## src/timed_event_slot_queue_unit_defines.svh

```systemverilog
// Assertion macros shared by the queue modules.
// They sample on clk and are disabled while arst_n is low.
`ifndef TIMED_EVENT_SLOT_QUEUE_UNIT_DEFINES_SVH
`define TIMED_EVENT_SLOT_QUEUE_UNIT_DEFINES_SVH

`ifndef SYNTHESIS
`define TESQ_ASSERT_IMP(name, ante, cons) \
	name: assert property (@(posedge clk) disable iff (!arst_n) (ante) |-> (cons)) \
		else $error("tesq: same-cycle check failed");
`define TESQ_ASSERT_NXT(name, ante, cons) \
	name: assert property (@(posedge clk) disable iff (!arst_n) (ante) |=> (cons)) \
		else $error("tesq: next-cycle check failed");
`else
`define TESQ_ASSERT_IMP(name, ante, cons)
`define TESQ_ASSERT_NXT(name, ante, cons)
`endif

`endif

```

## src/tesq_pkg.sv

```systemverilog
package tesq_pkg;

	localparam int NUM_SLOTS   = 16;
	localparam int MAX_RESULTS = 16;
	localparam int SLOT_W      = (NUM_SLOTS > 1) ? $clog2(NUM_SLOTS) : 1;
	localparam int CNT_W       = $clog2(MAX_RESULTS + 1);
	localparam int DUE_W       = 32;
	localparam int CODE_W      = 8;
	localparam int ENTRY_W     = DUE_W + CODE_W;

	localparam logic [1:0] OP_INSERT = 2'd0;
	localparam logic [1:0] OP_TICK   = 2'd1;
	localparam logic [1:0] OP_CLEAR  = 2'd2;

	typedef enum logic [2:0] {
		ST_IDLE,
		ST_EXEC,
		ST_CHECK,
		ST_OUT_MID,
		ST_FINAL,
		ST_OUT_LAST
	} state_t;

	// controller -> datapath
	typedef struct packed {
		logic capture;     // latch input word
		logic exec;        // run insert / clear / ignored op
		logic scan_start;  // reset scan, read slot 0
		logic check;       // evaluate current slot
		logic advance;     // step to next slot, read it
		logic final_load;  // load closing result
	} cmd_t;

	// datapath -> controller
	typedef struct packed {
		logic is_tick;
		logic hit;
		logic pend_vld;
		logic idx_last;
	} sts_t;

endpackage

```

## src/tesq_ram.sv

```systemverilog
module tesq_ram #(
	parameter int WIDTH = 8,
	parameter int DEPTH = 16
) (
	input  logic                                        clk,
	input  logic                                        wr_en,
	input  logic [((DEPTH > 1) ? $clog2(DEPTH) : 1)-1:0] wr_addr,
	input  logic [WIDTH-1:0]                            wr_data,
	input  logic                                        rd_en,
	input  logic [((DEPTH > 1) ? $clog2(DEPTH) : 1)-1:0] rd_addr,
	output logic [WIDTH-1:0]                            rd_data
);

	logic [WIDTH-1:0] mem_q [DEPTH];

	always_ff @(posedge clk) begin
		if (wr_en) begin
			mem_q[wr_addr] <= wr_data;
		end
		if (rd_en) begin
			rd_data <= mem_q[rd_addr];
		end
	end

endmodule

```

## src/tesq_ctrl.sv

```systemverilog
`include "timed_event_slot_queue_unit_defines.svh"

module tesq_ctrl (
	input  logic            clk,
	input  logic            arst_n,
	input  logic            in_valid,
	output logic            in_ready,
	output logic            out_valid,
	input  logic            out_ready,
	input  tesq_pkg::sts_t  sts,
	output tesq_pkg::cmd_t  cmd
);

	import tesq_pkg::*;

	state_t state_q;
	state_t state_d;

	always_ff @(posedge clk or negedge arst_n) begin
		if (!arst_n) begin
			state_q <= ST_IDLE;
		end else begin
			state_q <= state_d;
		end
	end

	always_comb begin
		state_d = state_q;
		unique case (state_q)
			ST_IDLE: begin
				if (in_valid) state_d = ST_EXEC;
			end
			ST_EXEC: begin
				state_d = sts.is_tick ? ST_CHECK : ST_OUT_LAST;
			end
			ST_CHECK: begin
				priority if (sts.hit && sts.pend_vld) state_d = ST_OUT_MID;
				else if (sts.idx_last)                state_d = ST_FINAL;
				else                                  state_d = ST_CHECK;
			end
			ST_OUT_MID: begin
				if (out_ready) state_d = sts.idx_last ? ST_FINAL : ST_CHECK;
			end
			ST_FINAL: begin
				state_d = ST_OUT_LAST;
			end
			ST_OUT_LAST: begin
				if (out_ready) state_d = ST_IDLE;
			end
			default: state_d = ST_IDLE;
		endcase
	end

	always_comb begin
		cmd       = '0;
		in_ready  = 1'b0;
		out_valid = 1'b0;
		unique case (state_q)
			ST_IDLE: begin
				in_ready    = 1'b1;
				cmd.capture = in_valid;
			end
			ST_EXEC: begin
				cmd.scan_start = sts.is_tick;
				cmd.exec       = !sts.is_tick;
			end
			ST_CHECK: begin
				cmd.check   = 1'b1;
				cmd.advance = !(sts.hit && sts.pend_vld) && !sts.idx_last;
			end
			ST_OUT_MID: begin
				out_valid   = 1'b1;
				cmd.advance = out_ready && !sts.idx_last;
			end
			ST_FINAL: begin
				cmd.final_load = 1'b1;
			end
			ST_OUT_LAST: begin
				out_valid = 1'b1;
			end
			default: begin
				cmd = '0;
			end
		endcase
	end

	// one word in flight: never taking input while a result is offered
	`TESQ_ASSERT_IMP(a_ready_excl, in_ready, !out_valid)
	`TESQ_ASSERT_NXT(a_accept_busy, in_valid && in_ready, !in_ready && !out_valid)

endmodule

```

## src/tesq_dp.sv

```systemverilog
`include "timed_event_slot_queue_unit_defines.svh"

module tesq_dp (
	input  logic            clk,
	input  logic            arst_n,
	input  tesq_pkg::cmd_t  cmd,
	output tesq_pkg::sts_t  sts,
	input  logic [1:0]      opcode,
	input  logic [15:0]     sound_code,
	input  logic [31:0]     time_value,
	output logic            accepted,
	output logic            play_valid,
	output logic [7:0]      play_code,
	output logic            last
);

	import tesq_pkg::*;

	logic [1:0]           op_q;
	logic [CODE_W-1:0]    code_q;
	logic [DUE_W-1:0]     time_q;
	logic [NUM_SLOTS-1:0] occ_q;
	logic [SLOT_W-1:0]    idx_q;
	logic [CNT_W-1:0]     cnt_q;
	logic                 pend_vld_q;
	logic [CODE_W-1:0]    pend_code_q;
	logic                 accepted_q;
	logic                 play_valid_q;
	logic [CODE_W-1:0]    play_code_q;
	logic                 last_q;

	logic                 free_found;
	logic [SLOT_W-1:0]    free_idx;
	logic                 ins_wr;
	logic                 rd_en;
	logic [SLOT_W-1:0]    rd_addr;
	logic [ENTRY_W-1:0]   rd_data;
	logic [DUE_W-1:0]     rd_due;
	logic [CODE_W-1:0]    rd_code;
	logic                 hit;

	// lowest free slot
	always_comb begin
		free_found = 1'b0;
		free_idx   = '0;
		for (int i = NUM_SLOTS - 1; i >= 0; i--) begin
			if (!occ_q[i]) begin
				free_found = 1'b1;
				free_idx   = SLOT_W'(i);
			end
		end
	end

	assign ins_wr  = cmd.exec && (op_q == OP_INSERT) && free_found;
	assign rd_en   = cmd.scan_start || cmd.advance;
	assign rd_addr = cmd.scan_start ? '0 : idx_q + SLOT_W'(1);

	tesq_ram #(
		.WIDTH (ENTRY_W),
		.DEPTH (NUM_SLOTS)
	) u_slot_ram (
		.clk     (clk),
		.wr_en   (ins_wr),
		.wr_addr (free_idx),
		.wr_data ({time_q, code_q}),
		.rd_en   (rd_en),
		.rd_addr (rd_addr),
		.rd_data (rd_data)
	);

	assign rd_due  = rd_data[ENTRY_W-1:CODE_W];
	assign rd_code = rd_data[CODE_W-1:0];
	// occupied implies a non-zero due time
	assign hit = occ_q[idx_q] && (rd_due < time_q) && (cnt_q < CNT_W'(MAX_RESULTS));

	assign sts.is_tick  = (op_q == OP_TICK);
	assign sts.hit      = hit;
	assign sts.pend_vld = pend_vld_q;
	assign sts.idx_last = (idx_q == SLOT_W'(NUM_SLOTS - 1));

	always_ff @(posedge clk) begin
		if (cmd.capture) begin
			op_q   <= opcode;
			code_q <= sound_code[CODE_W-1:0];
			time_q <= time_value;
		end
	end

	always_ff @(posedge clk or negedge arst_n) begin
		if (!arst_n) begin
			occ_q <= '0;
		end else if (cmd.exec && (op_q == OP_CLEAR)) begin
			occ_q <= '0;
		end else if (ins_wr) begin
			occ_q[free_idx] <= (time_q != '0);
		end else if (cmd.check && hit) begin
			occ_q[idx_q] <= 1'b0;
		end
	end

	always_ff @(posedge clk or negedge arst_n) begin
		if (!arst_n) begin
			idx_q      <= '0;
			cnt_q      <= '0;
			pend_vld_q <= 1'b0;
		end else begin
			if (cmd.scan_start) begin
				idx_q      <= '0;
				cnt_q      <= '0;
				pend_vld_q <= 1'b0;
			end else begin
				if (cmd.advance) idx_q <= idx_q + SLOT_W'(1);
				if (cmd.check && hit) begin
					cnt_q      <= cnt_q + CNT_W'(1);
					pend_vld_q <= 1'b1;
				end else if (cmd.final_load) begin
					pend_vld_q <= 1'b0;
				end
			end
		end
	end

	always_ff @(posedge clk) begin
		if (cmd.check && hit) pend_code_q <= rd_code;
	end

	// result word register
	always_ff @(posedge clk) begin
		if (cmd.exec) begin
			accepted_q   <= ins_wr;
			play_valid_q <= 1'b0;
			play_code_q  <= '0;
			last_q       <= 1'b1;
		end else if (cmd.check && hit && pend_vld_q) begin
			accepted_q   <= 1'b0;
			play_valid_q <= 1'b1;
			play_code_q  <= pend_code_q;
			last_q       <= 1'b0;
		end else if (cmd.final_load) begin
			accepted_q   <= 1'b0;
			play_valid_q <= pend_vld_q;
			play_code_q  <= pend_vld_q ? pend_code_q : '0;
			last_q       <= 1'b1;
		end
	end

	assign accepted   = accepted_q;
	assign play_valid = play_valid_q;
	assign play_code  = play_code_q;
	assign last       = last_q;

	`TESQ_ASSERT_IMP(a_cnt_cap, 1'b1, cnt_q <= CNT_W'(MAX_RESULTS))
	`TESQ_ASSERT_NXT(a_clear_frees, cmd.exec && (op_q == OP_CLEAR), occ_q == '0)

endmodule

```

## src/timed_event_slot_queue_unit.sv

```systemverilog
// Timed event slot queue: a table of NUM_SLOTS slots, each a due time and a sound code.
// Input channel (in_valid/in_ready): one word carries opcode, sound_code and time_value.
//   insert stores the word in the lowest free slot (time zero leaves it free),
//   tick plays every occupied slot due strictly before time_value, clear frees all.
// Output channel (out_valid/out_ready): result words, the final one of each input
//   word flagged by last. Insert, clear and unused opcodes give one word, loaded
//   in the execute step after acceptance. A tick gives one word per due slot (at most
//   MAX_RESULTS), or one empty word; the scan walks the slot RAM one slot per clock
//   while no result word is offered, and the last word of a tick is loaded only
//   after the scan has passed the last slot.
// One input word is worked on at a time: in_ready is high only once the previous
//   word's results have all been taken. A stalled receiver freezes the scan.
// Reset: occupancy flags clear at once, so every slot reads as free; no
//   clearing pass over the RAM is needed.
module timed_event_slot_queue_unit (
	input  logic        clk,
	input  logic        arst_n,
	input  logic        in_valid,
	output logic        in_ready,
	input  logic [1:0]  opcode,
	input  logic [15:0] sound_code,
	input  logic [31:0] time_value,
	output logic        out_valid,
	input  logic        out_ready,
	output logic        accepted,
	output logic        play_valid,
	output logic [7:0]  play_code,
	output logic        last
);

	import tesq_pkg::*;

	cmd_t cmd;
	sts_t sts;

	// sequencer: accept, execute or scan, hand out result words
	tesq_ctrl u_ctrl (
		.clk       (clk),
		.arst_n    (arst_n),
		.in_valid  (in_valid),
		.in_ready  (in_ready),
		.out_valid (out_valid),
		.out_ready (out_ready),
		.sts       (sts),
		.cmd       (cmd)
	);

	// slot table, occupancy, scan pointer and result register
	tesq_dp u_dp (
		.clk        (clk),
		.arst_n     (arst_n),
		.cmd        (cmd),
		.sts        (sts),
		.opcode     (opcode),
		.sound_code (sound_code),
		.time_value (time_value),
		.accepted   (accepted),
		.play_valid (play_valid),
		.play_code  (play_code),
		.last       (last)
	);

endmodule

```

## config.mk

```make
export PLATFORM = sky130hd
export DESIGN_NAME = timed_event_slot_queue_unit
export DESIGN_NICKNAME = d
export VERILOG_FILES = /design/src/tesq_pkg.sv /design/src/tesq_ram.sv /design/src/tesq_ctrl.sv /design/src/tesq_dp.sv /design/src/timed_event_slot_queue_unit.sv
export VERILOG_INCLUDE_DIRS = /design/src /design/src/src
export SDC_FILE = /design/constraint.sdc
export NUM_CORES = 1
export LEC_CHECK = 0
export ABC_AREA = 1
export BUFFER_PORTS_ARGS = -buffer_cell sky130_fd_sc_hd__buf_2
export CAP_MARGIN = 20
export CORE_MARGIN = 3
export CORE_UTILIZATION = 30
export DETAILED_ROUTE_END_ITERATION = 10
export SYNTH_ARGS = -nofsm -noshare
export SYNTH_HDL_FRONTEND = slang
export SYNTH_SLANG_ARGS = --single-unit
export TNS_END_PERCENT = 10
```

## constraint.sdc

```tcl
create_clock -name clk -period 3.2 [get_ports clk]
set_input_delay 0.32 -clock clk [delete_from_list [all_inputs] [get_ports clk]]
set_output_delay 0.32 -clock clk [all_outputs]
set_load 0.05 [all_outputs]
```

==> results.md, run 1 <==
- Root buf cell: clkbuf_16
- Area growth from synthesis to layout: 17.8%
- Worst skew pair latency: roughly 0.62 ns
- Fin area: between 0.03 and 0.04 mm2
- Max_slew headroom: 35.2%
- VDD IR max: between 0.0015 and 0.002 V
- Post-route ant nets: 0
- Placed cell area: about 0.033 mm2
- Nets: around 2600
- Avg Inst Size Synth: 13.1 um2
- Final worst-path cycle share: 89.5%
- DRC viols: 0
- Power, Total: between 30 and 40 mW
- Hold Startpoint: in_valid
- Commonest non-fill, non-tap cells in the layout: 731 x edfxtp_1, 355 x nor2_1, 353 x o21ai_0, 170 x nand2_1, 160 x o221ai_1
- Synthesized Nets: between 2000 and 2500
- Fraction of layout cells with a size suffix above 1: 12.1%
- Hold Path Class: in2reg
- I/O pin cnt: between 60 and 70
- Hold Vio Cnt, Final: 0
- Vias in the first global route: 19400
- Leakage Power: between 10 and 15 nW
- Row cnt: roughly 120
- Reg2reg path depth: 9
- Unrepaired setup endpoints after global routing: no
- Place WS: roughly 0.23 ns
- CP startpoint: u_dp.idx_q[0]
- Share of the synthesized area in the top cell type: 71.2%
- DR pass1 iterations: 5
- Fin Clk Skew: between 0.02 and 0.03 ns
- Ys Warns: 0
- DR vias: about 20000
- GR Util All Layers: about 15%
- Sum of negative setup slack: 0 ns
- Longest Clk Path Bufs: 3
- Detailed Route Iter0 Violations: between 1500 and 2000
- CP peak stage delay: approximately 0.55 ns
- Post-Route WL: ~83000 um
- Core ar.: 0.101 mm2
- Die area: about 0.11 mm2
- Slew Viols, Final: 0
- Netlist cell types: 34
- Critical Path AT: 3.31 ns
- Startpoint Class: flop
- Cells after Synth: between 2000 and 2500
- Crit. End Element: flop
- Routed length per instance: between 20 and 25 um
- Clk slew on worst S/H paths: roughly 0.060 ns
- First-pass GRT wire length: between 100000 and 150000 um
- DP HPWL: roughly 42000 um
- Worst Hold Depth: 4
- Worst slew pin tran: a little under 1 ns
- Fill cells: 9719
- Flop and latch count out of synthesis: 770
- Final setup viols: 0
- Die height: ~330 um
- Finished Layout Cells: 3905
- Fmax: between 300 and 400 MHz
- Worst r2r src: u_dp.idx_q[0]
- Slowest library cell on the worst path: dfrtp_4
- Power Density: ~870 mW/mm2
- Mapped Area: 0.0308 mm2
- Top post-synthesis cells by area: edfxtp_1 71%, o21ai_0 5.7%, o221ai_1 4.5%, nor2_1 4.3%, nand3_1 2.4%
- Max-Cap Viols: 0
- Die W: 327 um
- Number of clock sinks: 770
- Via density: roughly 5
- Placed cell count: 3716
- CP cell instances: clkinv_1, ha_1, nand2_4, inv_4, buf_12, o21ai_0, o221ai_1, nand3_1, nand2_1
- Pin count of the biggest net entering global routing: between 150 and 200
- CTS buffer count: 78
- Critical path data required time: roughly 3.6 ns
- Final WS setup: roughly 0.34 ns
- Seq/Total Area, Yosys: between 70% and 80%
- CTS tree: built
- Initial Util: between 30% and 40%
- Worst setup path class: reg2reg
- Crit path time final: 2.86 ns
- IO buf count: 58
- Commonest non-fill, non-tap cell in the layout: edfxtp_1
- Post-cts resize count: 0
- Largest area contributor in the netlist: edfxtp_1
- Maximum level of the CTS H-tree: 3
- RePlAce Congestion: between 0.8 and 0.9
- Global route overflow: 0
- Number of antenna violations at the first check in global routing: 4
- Outcome: finished clean
- Max Fanout on Critical Path: 51
## cells in the mapped netlist (all sizes together)
library cell  number
nor4               7
dfrtp             29
o21ai            362
ha                36
nor3              10
buf               33
nand2            178
dfxtp             10
o22ai              3
a22oi              1
nand4             15
edfxtp           731
nand3            148
o221ai           160
o21a               2
a21oi             38
clkinv             2
inv              100
clkbuf           107
xor2               1
a21o               2
nor2             359
o211ai            10
o31ai              1
## cell families after synthesis
| logic type | after synthesis | synth area share [%] |
|---|---|---|
| DFF | 770 | 74.2 |
| and+or+nand+nor | 717 | 9.69 |
| AOI/OAI and AO/OA | 579 | 11.5 |
| buffers and inverters | 242 | 3.11 |
| adders and majority gates | 36 | 1.46 |
| xor gates and xnor gates | 1 | 0.0284 |
## routing by layer
metal  routed length [um]  GRT usage, %  part of all wire, %  up-vias
met2                39100          24.4                   47      736
met4                 2390          5.45                  2.9        4
met5                   27             0                0.033        -
met3                 5310          2.31                  6.4      144
met1                36000          20.7                   43    10100
li1                     -             -                    -     9064
## through the flow
step	hold WS, ns	utilization [%]
after floorplan	0.0244	-
after global placement	0.404	33.1
after detailed placement	0.405	33.1
after CTS	0.0588	35.9
after global routing	0.135	35.9
final	0.105	36.0
## registers in the layout, summed over array words and instances (netlist names), 2 cells and up
signal	flops
u_dp.pend_code_q	8
u_dp.code_q	8
u_dp.occ_q	16
u_dp.u_slot_ram.mem_q	640
u_ctrl.state_q	3
u_dp.play_code	8
u_dp.time_q	32
u_dp.u_slot_ram.rd_data	40
u_dp.cnt_q	5
u_dp.op_q	2
u_dp.idx_q	4
## final timing paths
path	to	slack [ns]
min in group asynchronous	u_ctrl.state_q[0]	0.32
hold / removal	u_ctrl.state_q[2]	0.10
setup reg to reg	u_dp.u_slot_ram.rd_data[0]	0.34
hold reg to reg	u_dp.pend_code_q[3]	0.42
setup / recovery	u_dp.u_slot_ram.rd_data[0]	0.34
max in group asynchronous	u_dp.idx_q[0]	2.32
## timing repair
item | 4_1_cts | 5_1_grt
hold buffers | 44 | 0
hold endpoints to repair | 73 | 0
buffers inserted | 0 | 0
endpoints found under the setup margin | 0 | 11
## critical path: cells and delay by family, from the launching register on
| kind | cells | cell delay [ns] |
|---|---|---|
| adder cells (fa/ha/maj) | 1 | 0.45 |
| AND/OR/NAND/NOR | 3 | 0.37 |
| AO/OA/AOI/OAI | 2 | 0.36 |
| flip-flops | 1 | 0.55 |
| buffers and inverters | 3 | 0.95 |
## power by group
group          internal (mW)  switching [mW]  total, mW  leakage (nW)
clock network           5.01            3.79       8.81          1.21
registers               12.1           0.348       12.5          7.07
logic                   2.94            7.22       10.2          3.98
## layout make-up
cell class / instances / area [um2] / share of cell area (%)
Clock inverter: 46 / 358 / 0.985
Inverter: 102 / 394 / 1.09
Antenna cell: 2 / 5.00 / 0.0138
Clock buffer: 96 / 2100 / 5.79
Sequential cell: 770 / 22900 / 63.0
Tap cell: 1357 / 1700 / 4.68
Timing Repair Buffer: 198 / 1850 / 5.10
Multi-Input combinational cell: 1334 / 7030 / 19.3
Note: power is estimated with default switching activity, not from simulation.
==> run 2, diff against run 1 <==
--- a/config.mk
+++ b/config.mk
@@ -11,8 +11,10 @@
 export CAP_MARGIN = 20
 export CORE_MARGIN = 3
 export CORE_UTILIZATION = 30
+export CTS_CLUSTER_DIAMETER = 80
 export DETAILED_ROUTE_END_ITERATION = 10
 export SYNTH_ARGS = -nofsm -noshare
 export SYNTH_HDL_FRONTEND = slang
+export SYNTH_HIERARCHICAL = 1
 export SYNTH_SLANG_ARGS = --single-unit
 export TNS_END_PERCENT = 10
==> results.md, run 2 <==
- Max FFs per register: 640 (unchanged)
- Commonest cells post-synth: 1002 x nand2_1, 731 x edfxtp_1, 589 x inv_1, 537 x nand3_1, 64 x buf_2
- Async SR Flop Fraction: 3.77% (unchanged)
- Fmax: 339 MHz (-3.0%)
- Power Density: 868 mW/mm2 (+0.24%)
- Core ar.: 0.112 mm2 (+10%)
- Worst r2r src: u_dp/occ_q[15]
- Share of the synthesized area in the top cell type: 64.6% (-6.6 points)
- Biggest regs: u_dp/u_slot_ram/mem_q (640), u_dp/u_slot_ram/rd_data (40), u_dp/time_q (32)
- Initial Util: 30.4% (-0.070 points)
- Longest Clk Path Bufs: 3 (unchanged)
- Maximum level of the CTS H-tree: 3 (unchanged)
- Top reg by flops: u_dp/u_slot_ram/mem_q
- I/O pin cnt: 67 (unchanged)
- Final setup viols: 0 (unchanged)
- Largest area contributor in the netlist: edfxtp_1
- CP cell instances: inv_2, nand2_1, nand2_1, nand2_1, nand2_1, nand2_1, nand2_1, nand2_1, nand2_1, nand2_1, nand2_1, nand2_1, nand2_1, nand2_2, nand2_1, nand2_2, inv_1, inv_1, nand2_1, nor2_4, buf_4
- Number of synthesized flops with an enable pin: 731 (unchanged)
- Pin count of the biggest net entering global routing: 134 (-17%)
- CP top delay family: simple AND/OR/NAND/NOR gates
- Max_slew headroom: 53.7% (+18 points)
- Critical path buffers and inverters: 4 (+1)
- Placed cell area: 0.0367 mm2 (+10%)
- Hold Vio Cnt, Final: 0 (unchanged)
- Fill cells: 10900 (+12%)
- Die area: 0.117 mm2 (+10%)
- Critical path data required time: 3.49 ns (-0.15 ns)
- First-pass GRT wire length: 129000 um (+4.0%)
- Critical Path AT: 3.24 ns (-0.07 ns)
- Hold Startpoint: in_valid
- Post-Route WL: 84800 um (+2.3%)
- Worst r2r dst: u_dp/u_slot_ram/mem_q[8][35]
- Top post-synthesis cells by area: edfxtp_1 65%, nand2_1 11%, nand3_1 7.9%, inv_1 6.5%, dfrtp_1 2.1%
- Routed length per instance: 17.0 um (-20%)
- Vias in the first global route: 21500 (+11%)
- RePlAce Congestion: 0.846 (-4.4%)
- Via density: 4.52 (-12%)
- Crit path time final: 2.95 ns (+0.0886 ns)
- Area growth from synthesis to layout: 17.4%
- Most repeated library cell on the critical path: nand2_1
- Max-Cap Viols: 0 (unchanged)
- Post-route ant nets: 0 (unchanged)
- Commonest non-fill, non-tap cells in the layout: 1000 x nand2_1, 731 x edfxtp_1, 588 x inv_1, 537 x nand3_1, 88 x clkbuf_16
- IO buf count: 58 (unchanged)
- Crit. End Element: flop
- Hold Path Class: in2reg
- Count leader, synth: nand2_1
- Startpoint Class: flop
- Leakage Power: 16.7 nW (+36%)
- Reg2reg path depth: 21 (+12)
- Slowest library cell on the worst path: dfrtp_1
- VDD IR max: 0.000809 V (-51%)
- Worst setup path class: reg2reg
- Worst slew pin tran: 0.695 ns (-0.277 ns)
- Final worst-path cycle share: 92.3% (+2.8 points)
- Hold EP: u_ctrl/state_q[0]
- Mapped Area: 0.0340 mm2 (+10%)
- Ys Warns: 6 (+6)
- Cells after Synth: 3270 (+39%)
- GR Util All Layers: 14.3% (-0.82 points)
- Slew Viols, Final: 0 (unchanged)
- DRC viols: 0 (unchanged)
- Unrepaired setup endpoints after global routing: no
- CP peak stage delay: 0.39 ns (-0.16 ns)
- Flop-to-flop setup slack: 0.25 ns (-0.09 ns)
- Fin Clk Skew: 0.0560 ns (+0.0297 ns)
- Fin area: 0.0399 mm2 (+9.9%)
- Global route overflow: 0 (unchanged)
- Sum of negative setup slack: 0 ns (unchanged)
- Seq/Total Area, Yosys: 67.3% (-6.9 points)
- Root buf cell: clkbuf_16
- Worst Hold Depth: 5 (+1)
- Worst skew pair latency: 0.67 ns (+0.05 ns)
- Max Fanout on Critical Path: 14 (-73%)
- Number of clock sinks: 770 (unchanged)
- DP HPWL: 47200 um (+12%)
- Flop and latch count out of synthesis: 770 (unchanged)
- Finished Core Util: 35.8% (-0.20 points)
- CTS buffer count: 86 (+10%)
- CTS tree: built
- Clk slew on worst S/H paths: 0.05 ns (about the same)
- Avg Inst Size Synth: 10.4 um2 (-21%)
- DR vias: 22500 (+12%)
- Netlist cell types: 40 (+18%)
- Commonest non-fill, non-tap cell in the layout: nand2_1
- Die height: 343 um (+4.9%)
- Detailed Route Iter0 Violations: 1943 (+2.0%)
- Die W: 343 um (+4.9%)
- Top FF cell, synth: edfxtp_1
- Row cnt: 122 (+5.2%)
- Outcome: finished clean
- Fraction of layout cells with a size suffix above 1: 9.52% (-2.6 points)
- Synthesized Nets: 3360 (+38%)
- Nets: 3511 (+36%)
- DR pass1 iterations: 5 (unchanged)
- Number of antenna violations at the first check in global routing: 5 (+1)
## run 2: kinds of logic after synthesis
logic type | Yosys count | share of synthesized area (%)
AOI/OAI and AO/OA | 83 | 1.32
xor gates and xnor gates | 2 | 0.0516
adders and majority gates | 36 | 1.33
buffers and inverters | 744 | 9.37
DFF | 770 | 67.3
and+or+nand+nor | 1635 | 20.6
## run 2: metrics by stage
step           cells  setup slack, ns  hold WS [ns]  total power [mW]
3_5_place_dp    4777          -0.0263         0.405              25.4
2_1_floorplan   3270           -0.637        0.0244              21.7
5_1_grt         4977          0.00623         0.130              36.8
3_3_place_gp    4777          -0.0397         0.408              25.3
6_report        4979            0.247         0.133              34.6
4_1_cts         4977           0.0163        0.0841              34.9
## run 2: layout make-up
type / instances / area (um2) / area share, %
Antenna cell: 2 / 5.00 / 0.0125
Clock buffer: 115 / 2320 / 5.82
Clock inverter: 41 / 378 / 0.947
Inverter: 596 / 2250 / 5.64
Multi-Input combinational cell: 1756 / 8100 / 20.3
Sequential cell: 770 / 22900 / 57.3
Tap cell: 1488 / 1860 / 4.67
Timing Repair Buffer: 211 / 2100 / 5.27
## run 2: metal layers
layer / GRT usage [%] / share of wire [%] / vias to the layer above
li1: - / - / 11000
met1: 19.0 / 44 / 10800
met2: 23.9 / 47 / 640
met3: 2.33 / 6.0 / 149
met4: 4.57 / 2.7 / 0
met5: 0 / 0 / -
## run 2: repair_timing
item | CTS | global route
pin swaps | 0 | 2
setup endpoints to repair | 41 | 41
gates cloned | 0 | 0
resized for setup | 1 | 5
buffers inserted | 0 | 0
hold buffers | 44 | 0
endpoints found under the hold margin | 73 | 0
## run 2: how the worst max path moves through the flow
| stage | from | end | slack [ns] | depth (start not counted) |
|---|---|---|---|---|
| floorplan | u_dp/op_q[0] | u_dp/u_slot_ram/mem_q[12][0] | -0.64 | 12 |
| global placement | u_dp/time_q[1] | u_dp/u_slot_ram/rd_data[3] | -0.04 | 18 |
| detailed placement | u_dp/time_q[15] | u_dp/u_slot_ram/rd_data[20] | -0.03 | 18 |
| CTS | u_dp/time_q[15] | u_dp/u_slot_ram/rd_data[5] | 0.02 | 18 |
| global route | u_dp/occ_q[15] | u_dp/u_slot_ram/mem_q[8][35] | 0.006 | 21 |
| finish | u_dp/occ_q[15] | u_dp/u_slot_ram/mem_q[8][35] | 0.25 | 21 |
## run 2: power by group
group | internal (mW) | switching [mW] | total [mW]
Sequential | 12.4 | 0.464 | 12.9
Clock | 5.33 | 4.02 | 9.34
Combinational | 3.80 | 8.58 | 12.4
## run 2: worst register-to-register path, cell delays in order, from the launching register on
cell,delay [ns]
dfrtp_1,0.39
inv_2,0.06
nand2_1,0.06
nand2_1,0.05
nand2_1,0.05
nand2_1,0.05
nand2_1,0.06
nand2_1,0.05
nand2_1,0.05
nand2_1,0.04
nand2_1,0.07
nand2_1,0.05
nand2_1,0.05
nand2_1,0.13
nand2_2,0.15
nand2_1,0.15
nand2_2,0.18
inv_1,0.10
inv_1,0.07
nand2_1,0.25
nor2_4,0.23
buf_4,0.33
